[config.mk]
export PLATFORM = sky130hd
export DESIGN_NAME = seen_set_retry_skip_policy_unit
export DESIGN_NICKNAME = d
export VERILOG_FILES = /design/src/hdl/ssrsp_pkg.sv /design/src/hdl/ssrsp_ram.sv /design/src/hdl/seen_set_retry_skip_policy_unit.sv
export SDC_FILE = /design/constraint.sdc
export NUM_CORES = 1
export LEC_CHECK = 0
export ABC_AREA = 1
export BUFFER_PORTS_ARGS = -buffer_cell sky130_fd_sc_hd__buf_2
export CORE_MARGIN = 4
export CORE_UTILIZATION = 50
export DETAILED_ROUTE_END_ITERATION = 6
export GPL_TIMING_DRIVEN = 0
export PLACE_DENSITY_LB_ADDON = 0.12
export SYNTH_ARGS = -nofsm -noshare
export SYNTH_HDL_FRONTEND = slang
export SYNTH_HIERARCHICAL = 1
export SYNTH_SLANG_ARGS = --single-unit
[constraint.sdc]
create_clock -name clk -period 10.1 [get_ports clk]
set_clock_uncertainty 0.1 [all_clocks]
set_input_delay 0.505 -clock clk [delete_from_list [all_inputs] [get_ports clk]]
set_output_delay 0.505 -clock clk [all_outputs]
set_load 0.02 [all_outputs]
[src/hdl/ssrsp_pkg.sv]
`default_nettype none
package ssrsp_pkg;

	// attempt report fields
	typedef struct packed {
		logic [31:0] channel_key;
		logic        got_reply;
		logic        got_image;
	} att_t;

	// policy result fields
	typedef struct packed {
		logic       skip;
		logic       known_before;
		logic [7:0] streak_after;
	} res_t;

	// register map
	localparam int unsigned PADDR_BITS = 3;
	localparam logic REG_FAILURE_LIMIT = 1'b0;
	localparam logic REG_CHANNEL_TOTAL = 1'b1;

	// register reset values
	localparam logic [7:0] FAILURE_LIMIT_RST = 8'd3;
	localparam logic [9:0] CHANNEL_TOTAL_RST = 10'd0;

endpackage
`default_nettype wire

[src/hdl/ssrsp_ram.sv]
`default_nettype none
module ssrsp_ram #(
	parameter int unsigned WIDTH = 32,
	parameter int unsigned DEPTH = 16
) (
	input  wire logic                     clk,
	input  wire logic                     we,
	input  wire logic [$clog2(DEPTH)-1:0] waddr,
	input  wire logic [WIDTH-1:0]         wdata,
	input  wire logic [$clog2(DEPTH)-1:0] raddr,
	output logic      [WIDTH-1:0]         rdata
);

	logic [WIDTH-1:0] mem_q [DEPTH];

	// one write port, registered read port
	always_ff @(posedge clk) begin
		if (we) begin
			mem_q[waddr] <= wdata;
		end
		rdata <= mem_q[raddr];
	end

endmodule
`default_nettype wire

[src/hdl/seen_set_retry_skip_policy_unit.sv]
`default_nettype none
// channel   | signals                          | direction
// ----------+----------------------------------+----------
// att       | att_valid, att_ready, att        | in
// res       | res_valid, res_ready, res        | out
// apb       | psel, penable, pwrite, paddr,    | in/out
//           | pwdata, prdata, pready           |
//
// an attempt walks the key ram over its n stored keys (n up to ENTRIES) with one shared
// comparator, one entry a cycle; the update step then loads the result and returns to idle,
// where the next attempt can be taken; a hit on entry j ends the walk early.
// a zero key or an empty set skips the walk and goes straight to the update step.
// reset clears control state and the fill count; the key ram itself is not cleared.
// a new attempt is taken while a result waits in the output register; the final
// update step holds while that register is still full.
module seen_set_retry_skip_policy_unit
	import ssrsp_pkg::*;
#(
	parameter int unsigned ENTRIES  = 16,
	parameter int unsigned KEY_BITS = 32
) (
	input  wire logic                  clk,
	input  wire logic                  arst_n,
	input  wire logic                  att_valid,
	output logic                       att_ready,
	input  wire att_t                  att,
	output logic                       res_valid,
	input  wire logic                  res_ready,
	output res_t                       res,
	input  wire logic                  psel,
	input  wire logic                  penable,
	input  wire logic                  pwrite,
	input  wire logic [PADDR_BITS-1:0] paddr,
	input  wire logic [31:0]           pwdata,
	output logic      [31:0]           prdata,
	output logic                       pready
);

	localparam int unsigned KW = (KEY_BITS < 32) ? KEY_BITS : 32;
	localparam int unsigned IW = $clog2(ENTRIES);
	localparam int unsigned CW = $clog2(ENTRIES + 1);

	typedef enum logic [3:0] {
		ST_IDLE   = 4'b0001,
		ST_SCAN   = 4'b0010,
		ST_UPDATE = 4'b0100,
		ST_HOLD   = 4'b1000
	} state_t;

	state_t         state_q;
	logic [7:0]     limit_q;
	logic [9:0]     total_q;
	logic [KW-1:0]  key_q;
	logic           answered_q;
	logic           picture_q;
	logic           known_q;
	logic [CW-1:0]  idx_q;
	logic           cmp_vld_q;
	logic [CW-1:0]  count_q;
	logic [IW-1:0]  oldest_q;
	logic [7:0]     streak_q;
	logic           res_valid_q;
	res_t           res_q;

	logic [KW-1:0]  in_key;
	logic           att_xfer;
	logic           cfg_wr;
	logic           issue;
	logic           hit;
	logic           scan_done;
	logic [KW-1:0]  rd_key;
	logic           ram_we;
	logic [IW-1:0]  ram_waddr;
	logic           out_free;
	logic           set_full;
	logic [8:0]     streak_inc;
	logic [7:0]     streak_nxt;
	logic           skip_nxt;
	logic           add_key;

	assign in_key   = att.channel_key[KW-1:0];
	assign att_xfer = att_valid && att_ready;
	assign att_ready = (state_q == ST_IDLE);

	// apb register port
	assign pready = 1'b1;
	assign cfg_wr = psel && penable && pwrite && pready;

	always_comb begin
		prdata = '0;
		case (paddr[2])
			REG_FAILURE_LIMIT: prdata = {24'd0, limit_q};
			REG_CHANNEL_TOTAL: prdata = {22'd0, total_q};
			default:           prdata = '0;
		endcase
	end

	always_ff @(posedge clk or negedge arst_n) begin
		if (!arst_n) begin
			limit_q <= FAILURE_LIMIT_RST;
			total_q <= CHANNEL_TOTAL_RST;
		end else if (cfg_wr) begin
			case (paddr[2])
				REG_FAILURE_LIMIT: limit_q <= pwdata[7:0];
				REG_CHANNEL_TOTAL: total_q <= pwdata[9:0];
				default: ;
			endcase
		end
	end

	// key walk: issue one read per cycle, compare the data from the previous read
	assign issue     = (state_q == ST_SCAN) && (idx_q != count_q) && !hit;
	assign hit       = cmp_vld_q && (rd_key == key_q);
	assign scan_done = hit || ((idx_q == count_q) && !cmp_vld_q);

	ssrsp_ram #(
		.WIDTH(KW),
		.DEPTH(ENTRIES)
	) u_key_ram (
		.clk  (clk),
		.we   (ram_we),
		.waddr(ram_waddr),
		.wdata(key_q),
		.raddr(idx_q[IW-1:0]),
		.rdata(rd_key)
	);

	// policy decision for the final step
	assign out_free   = !res_valid_q || res_ready;
	assign set_full   = (count_q == CW'(ENTRIES));
	assign streak_inc = {1'b0, streak_q} + 9'd1;
	assign add_key    = picture_q && (key_q != '0) && !known_q;
	assign ram_we     = (state_q == ST_UPDATE) && out_free && add_key;
	assign ram_waddr  = set_full ? oldest_q : count_q[IW-1:0];

	always_comb begin
		streak_nxt = streak_q;
		skip_nxt   = 1'b0;
		if (picture_q || !answered_q || known_q) begin
			streak_nxt = '0;
		end else if (total_q > 10'd1) begin
			if (streak_inc < {1'b0, limit_q}) begin
				streak_nxt = streak_inc[7:0];
			end else begin
				streak_nxt = '0;
				skip_nxt   = 1'b1;
			end
		end
	end

	// sequencer
	always_ff @(posedge clk or negedge arst_n) begin
		if (!arst_n) begin
			state_q   <= ST_IDLE;
			idx_q     <= '0;
			cmp_vld_q <= 1'b0;
			known_q   <= 1'b0;
			count_q   <= '0;
			oldest_q  <= '0;
			streak_q  <= '0;
		end else begin
			case (state_q)
				ST_IDLE: begin
					if (att_xfer) begin
						idx_q     <= '0;
						cmp_vld_q <= 1'b0;
						known_q   <= 1'b0;
						if ((in_key == '0) || (count_q == '0)) begin
							state_q <= ST_UPDATE;
						end else begin
							state_q <= ST_SCAN;
						end
					end
				end
				ST_SCAN: begin
					cmp_vld_q <= issue;
					if (issue) begin
						idx_q <= idx_q + 1'b1;
					end
					if (scan_done) begin
						known_q <= known_q | hit;
						state_q <= ST_UPDATE;
					end
				end
				ST_UPDATE: begin
					if (out_free) begin
						streak_q <= streak_nxt;
						if (add_key) begin
							if (set_full) begin
								oldest_q <= (oldest_q == IW'(ENTRIES - 1)) ? '0
									: oldest_q + 1'b1;
							end else begin
								count_q <= count_q + 1'b1;
							end
						end
						state_q <= ST_IDLE;
					end
				end
				ST_HOLD: state_q <= ST_IDLE;
				default: state_q <= ST_IDLE;
			endcase
		end
	end

	// attempt payload capture
	always_ff @(posedge clk) begin
		if (att_xfer) begin
			key_q      <= in_key;
			answered_q <= att.got_reply;
			picture_q  <= att.got_image;
		end
	end

	// result register
	always_ff @(posedge clk or negedge arst_n) begin
		if (!arst_n) begin
			res_valid_q <= 1'b0;
		end else if ((state_q == ST_UPDATE) && out_free) begin
			res_valid_q <= 1'b1;
		end else if (res_ready) begin
			res_valid_q <= 1'b0;
		end
	end

	always_ff @(posedge clk) begin
		if ((state_q == ST_UPDATE) && out_free) begin
			res_q.skip         <= skip_nxt;
			res_q.known_before <= known_q;
			res_q.streak_after <= streak_nxt;
		end
	end

	assign res_valid = res_valid_q;
	assign res       = res_q;

	// checks
	a_count_bound: assert property (@(posedge clk) disable iff (!arst_n)
		count_q <= CW'(ENTRIES))
		else $error("fill count beyond set size");

	a_skip_clears: assert property (@(posedge clk) disable iff (!arst_n)
		res_valid_q && res_q.skip |-> res_q.streak_after == 8'd0)
		else $error("skip with nonzero streak");

	a_known_no_skip: assert property (@(posedge clk) disable iff (!arst_n)
		res_valid_q && res_q.known_before |-> !res_q.skip)
		else $error("known key caused a skip");

	a_no_zero_store: assert property (@(posedge clk) disable iff (!arst_n)
		ram_we |-> key_q != '0 && !known_q)
		else $error("zero or known key written to set");

endmodule
`default_nettype wire
# --- Word level (Yosys, flattened, before mapping) ---
# Memory sizes are Yosys's and may differ from the RTL's. A register that Yosys moved wholly into a read port is not among the register bits.
# Index checks and enable logic that the tools add are counted.
totals:
  register_bits: 91
  mem_bits_rw: 512
  inputBits: 76
  out_inout_bits: 45
  elab_cells: 98
  mem_count: 1
op_classes:
  addsub: 4
  n_lt_le_gt_ge: 2
  eq_ne: 12
  muxes: 23
  n_bitwise: 4
  n_reduce_logical: 36
mem_list:
  columns: ["name", "words", "word_bits", "read_ports", "rd_ports_with_merged_regs", "wr", "line", "source"]
  rows:
  - ["u_key_ram.mem_q", 16, 32, 1, 1, 1, "ssrsp_ram.sv:14", "logic [WIDTH-1:0] mem_q [DEPTH];"]
ops:
  columns: ["op", "count"]
  rows:
  - ["$pmux 32 s2", 1]
  - ["$eq 32x32->1", 1]
  - ["$logic_not 32->1", 1]
  - ["$reduce_bool 32->1", 1]
  - ["$mux 8", 3]
  - ["$mux 4", 5]
  - ["$pmux 4 s3", 1]
  - ["$logic_and 1x1->1", 11]
  - ["$add 5x1->5 const B", 2]
  - ["$gt 10x1->1 const B", 1]
  - ["$mux 5", 2]
  - ["$pmux 5 s2", 1]
  - ["$add 8x1->9 const B", 1]
  - ["$lt 9x8->1", 1]
  - ["$reduce_and 3->1", 3]
  - ["$reduce_and 2->1", 4]
  - ["$reduce_and 4->1", 2]
  - ["$mux 1", 7]
  - ["$ne 2x2->1 const B", 3]
  - ["$eq 5x5->1", 1]
  - ["$eq 5x5->1 const B", 1]
  - ["$logic_not 1->1", 5]
  - ["$logic_not 5->1", 1]
  - ["$logic_or 1x1->1", 5]
  - ["13 further kinds", 17]

# --- Depth between registers and ports, before layout ---
logic_depth:
  word_depth: 6
  depth_mapped: 16
  depth_no_buf: 16

# --- By module ---
# Netlist, hierarchy kept.
modules_own_cells:
  columns: ["mod", "instances", "cells_each", "area_each_um2", "seq_area_each_um2"]
  rows:
  - ["ssrsp_ram", 1, 2120, 22730.6, 16015.4]
  - ["seen_set_retry_skip_policy_unit", 1, 625, 5118.7, 2476.1]

# --- Worst setup path before layout ---
# Ideal clock, no wire load.
synth_path:
  kind: "flip-flop to flip-flop"
  from: "register state_q[1]"
  to: "memory u_key_ram.mem_q[12][0], enable pin"
  setup_time_ps: 421
  arrival_ps: 2750
  required_time_ps: 9579
  slack_ps: 6829
  path_stages_with_launch: 9
  path_buffers: 0
  period_less_slack_ps: 3271
  path_cell_list: "dfrtp_1 -> nor3_2 -> inv_2 -> nor2_4 -> inv_2 -> nor3_4 -> a21boi_4 -> nand3_1 -> nor2_1"
synth_via:
  elab_chain_cells: 5
synth_lines:
  columns: ["item", "line", "source"]
  rows:
  - ["start, declared", "seen_set_retry_skip_policy_unit.sv:50", "state_t state_q;"]
  - ["start signal, assigned", "seen_set_retry_skip_policy_unit.sv:154", "state_q <= ST_IDLE;"]
  - ["start signal, assigned", "seen_set_retry_skip_policy_unit.sv:169", "state_q <= ST_UPDATE;"]
  - ["start signal, assigned", "seen_set_retry_skip_policy_unit.sv:171", "state_q <= ST_SCAN;"]
  - ["$eq 4x3->1", "seen_set_retry_skip_policy_unit.sv:133", "assign ram_we = (state_q == ST_UPDATE) && out_free && add_key;"]
  - ["$logic_and 1x1->1 (2 in series)", "seen_set_retry_skip_policy_unit.sv:133", null]
  - ["named net ram_we", "seen_set_retry_skip_policy_unit.sv:72", "logic ram_we;"]
  - ["$mux 1", "ssrsp_ram.sv:18", "if (we) begin"]
  - ["$mux 1 (implied by the code)", "ssrsp_ram.sv:19", "mem_q[waddr] <= wdata;"]
  - ["end, declared", "ssrsp_ram.sv:14", null]
# The timed path passes the listed nets, and every way through them passes these cells.

# --- Worst setup path in the final report ---
layout_path:
  from: "register key_q[20]"
  to: "memory u_key_ram.mem_q[15][16], enable pin"
layout_via:
  elab_chain_cells: 6
layout_lines:
  columns: ["item", "line", "source"]
  rows:
  - ["start, declared", "seen_set_retry_skip_policy_unit.sv:53", "logic [KW-1:0] key_q;"]
  - ["start signal, assigned", "seen_set_retry_skip_policy_unit.sv:208", "key_q <= in_key;"]
  - ["$reduce_bool 32->1", "seen_set_retry_skip_policy_unit.sv:132", "assign add_key = picture_q && (key_q != '0) && !known_q;"]
  - ["$logic_and 1x1->1 (2 in series)", "seen_set_retry_skip_policy_unit.sv:132", null]
  - ["$logic_and 1x1->1", "seen_set_retry_skip_policy_unit.sv:133", null]
  - ["named net ram_we", "seen_set_retry_skip_policy_unit.sv:72", null]
  - ["$mux 1", "ssrsp_ram.sv:18", null]
  - ["$mux 1 (implied by the code)", "ssrsp_ram.sv:19", null]
# The timed path passes the listed nets, and every way through them passes these cells.

==> flow_metrics.tcl <==
set metrics [dict create \
    drc 0 \
    setup_viol 0 \
    arrival_ps 3630 \
    finalHoldViolations 0 \
    antenna_found_initial 0 \
    gr-total-overflow 0 \
    clk_pin_slew_ps 60 \
    seqPwrFrac 0.446 \
    crit_buf_inv 2 \
    finalCriticalPeriod_ps 3423 \
    path_max_fanout 18 \
    ys_ff_latch 634 \
    first_pass_iters 5 \
    cts_sinks 634 \
    ys_seq_area_frac 0.6640 \
    via_count 19460 \
    setup_tns_ps 0 \
    required_ps 10310 \
    dp_hpwl_mm 50.48 \
    die-area_um2 59540 \
    ys.flop_type "edfxtp_1" \
    p_switching_mw 2.358 \
    cap_violations 0 \
    setup_slack_ps 6677 \
    avgSynthCellArea_um2 10.15 \
    worstPathCellList "inv_1 -> nand4_1 -> nor4_4 -> a21boi_4 -> nand3_1 -> nor2_4 -> buf_16" \
    n_fill_cell 4636 \
    hold_class "input port to flip-flop" \
    seqCellArea_um2 18490 \
    synth_top_area_frac 0.5995 \
    pwr-share-clk 0.327 \
    root_buffer "clkbuf_16" \
    cts_max_level 3 \
    status "complete, no violations" \
    critPathSlowestCell "nor2_4" \
    rr_startpoint "key_q[20]" \
    min_period_over_period 0.3389 \
    p_int_mw 5.039 \
    cp-start-kind "flip-flop" \
    boundaryPins 121 \
    worst_ir_drop_vdd_mv 0.1710 \
    finalMaxSlewViolations 0 \
    setup.worst_path.end_class "flip-flop" \
    min_from "pwdata[0]" \
    tritoncts "yes" \
    grt_pass1_wl_mm 114.4 \
    n_antenna_cell 0 \
    timing.fmax_mhz 292.1 \
    die_height_um 244.0 \
    port_buffers 72 \
    drt_wl_total_mm 76.93 \
    cpPeakStageDelay_ps 770 \
    syn_inst 2745 \
    grt_use_total 0.2572 \
    syn_area_um2 27850 \
    ant_nets 0 \
    cts_resized 0 \
    combPwrFrac 0.227 \
    initial_utilization 0.5055 \
    vias_per_cell 5.171 \
    rsz0062_at_grt "no" \
    drt_iter0_markers 1847 \
    dp_slack_ps 6746 \
    syn2layout_area_growth_pct 15.98 \
    multiInputGateArea_um2 6798 \
    tightest_slew_ps 1117 \
    ys_warn_count 6 \
    nets 3050 \
    clkLatencyLatePin_ps 610 \
    p_per_area_nw_per_um2 229.0 \
    synth_edf_count 556 \
    yosysTopAreaCell "edfxtp_1" \
    avgRoutedWirePerCell_um 20.44 \
    layout-drive-gt1-share 0.1137 \
    core_area_um2 55090 \
    grt_max_degree 47 \
    globalplace.congestion 0.8561 \
    maxSlewHeadroom 0.2555 \
    fp.dieW_um 244.0 \
    clk_path_buf_depth 3 \
    cp-startpoint "key_q[20]" \
    p_leak_nw 14.12 \
    grt_pass1_vias 18850 \
    cts_buffers 67 \
    std_cell_rows 86 \
    critical_path_class "flip-flop to flip-flop" \
    p_sw_frac 0.3188 \
    path_delay_family "simple AND/OR/NAND/NOR gates" \
    ys_async_sr_fraction 0.07256 \
    yosysUniqueCellTypes 44 \
    synth_area_leaders "edfxtp_1 60%, nand2_1 11%, nand3_1 7.5%" \
]
final timing paths:
check	end	slack [ps]	cells after the start
worst max-delay path	u_key_ram/mem_q[15][16]	6680	7
worst min-delay path	limit_q[0]	60	3
worst max register to register	u_key_ram/mem_q[15][16]	6680	7
worst min register to register	limit_q[1]	390	2
max in group asynchronous	idx_q[2]	8740	2
min in group asynchronous	limit_q[6]	510	2
cells by family (layout without fill, tap and decap cells):
logic type,Yosys count,after routing,share of synthesized area
AOI/OAI and AO/OA,68,68,0.01330
xor gates and xnor gates,24,24,0.007548
adders and majority gates,12,12,0.005391
buffers and inverters,631,881,0.09933
DFF,634,634,0.6640
muxes,2,2,0.0008086
other,2,23,0.0002697
and+or+nand+nor,1372,1372,0.2094
final cells by class:
| type | count | share of cell area |
|---|---|---|
| plain buffers | 135 | 0.02793 |
| clock buffers | 92 | 0.05892 |
| clock inverters | 31 | 0.007864 |
| inverters | 496 | 0.05772 |
| multi-input cells | 1501 | 0.2105 |
| flip-flops and latches | 634 | 0.5725 |
| well taps | 748 | 0.02898 |
| repair buffers | 127 | 0.03564 |
per-layer routing:
layer,vias up,track usage,wire length [µm]
met5,-,0,0
li1,9231,-,-
met2,653,0.4290,37320
met4,0,0.08051,2141
met3,129,0.04024,5292
met1,9450,0.3508,32170
flip-flops by register name, indices dropped and copies added, names as in the netlist:
| name | flops |
|---|---|
| res_valid | 1 |
| limit_q | 8 |
| key_q | 32 |
| answered_q | 1 |
| res | 10 |
| known_q | 1 |
| u_key_ram/rdata | 32 |
| cmp_vld_q | 1 |
| idx_q | 5 |
| state_q | 3 |
| u_key_ram/mem_q | 512 |
| count_q | 5 |
| oldest_q | 4 |
| total_q | 10 |
| streak_q | 8 |
| picture_q | 1 |
worst register-to-register path: cells and delay by family, from the launching register on:
kind	cells	cell delay (ps)
AO/OA/AOI/OAI	1	290
flip-flops	1	750
buffers and inverters	2	440
AND/OR/NAND/NOR	4	1520
per-stage QoR:
stage	cell area [µm²]	hold slack (ps)	total power [mW]	cells	util
global placement	29220	372.1	4.935	3586	0.5305
finish	32300	61.54	7.396	3764	0.5863
global route	32300	56.63	7.737	3764	0.5863
CTS	32300	27.71	7.431	3764	0.5863
floorplan	27930	109.4	4.353	2766	-
detailed placement	29770	378.9	5.007	3604	0.5404
placed cells by master (no fill, tap or decap), drive strengths merged:
cell | netlist | final
nand2 | 850 | 850
edfxtp | 556 | 556
inv | 495 | 500
nand3 | 421 | 421
buf | 115 | 205
clkbuf | 20 | 112
nor2 | 71 | 71
o21ai | 52 | 52
dfrtp | 43 | 43
dlygate4sd3 | 0 | 37
dfxtp | 32 | 32
conb | 2 | 23
clkinv | 1 | 23
xor2 | 14 | 14
ha | 12 | 12
nand3b | 11 | 11
xnor2 | 10 | 10
a21oi | 9 | 9
nand4 | 8 | 8
nor3 | 5 | 5
nor4 | 4 | 4
bufinv | 0 | 3
dfstp | 3 | 3
and3 | 2 | 2
o21bai | 2 | 2
mux2 | 2 | 2
o2111ai | 1 | 1
o22ai | 1 | 1
o41ai | 1 | 1
o31ai | 1 | 1
a21boi | 1 | 1
clkinvlp | 0 | 1
timing repair:
action / 4_1_cts / 5_1_grt
buffers inserted: 0 / 0
hold endpoints to repair: 56 / 0
hold buffers: 37 / 0
cell usage after synthesis (12+ instances only):
cell type	count
dfxtp_1	32
buf_4	29
buf_1	14
ha_1	12
dfrtp_1	43
buf_2	42
nor2_1	70
buf_6	29
inv_2	18
nand3_1	419
o21ai_0	35
o21ai_1	17
inv_1	476
nand2_1	849
edfxtp_1	556
clkbuf_1	20
xor2_1	14
power by group through the flow:
stage	logic [mW]	registers [mW]	clock network, mW
2_1_floorplan	1.08	3.27	0
3_3_place_gp	1.59	3.35	0
3_5_place_dp	1.65	3.35	0
4_1_cts	1.67	3.30	2.46
5_1_grt	1.84	3.32	2.58
6_report	1.68	3.30	2.42
No activity file was read; power rests on OpenSTA's default activity.
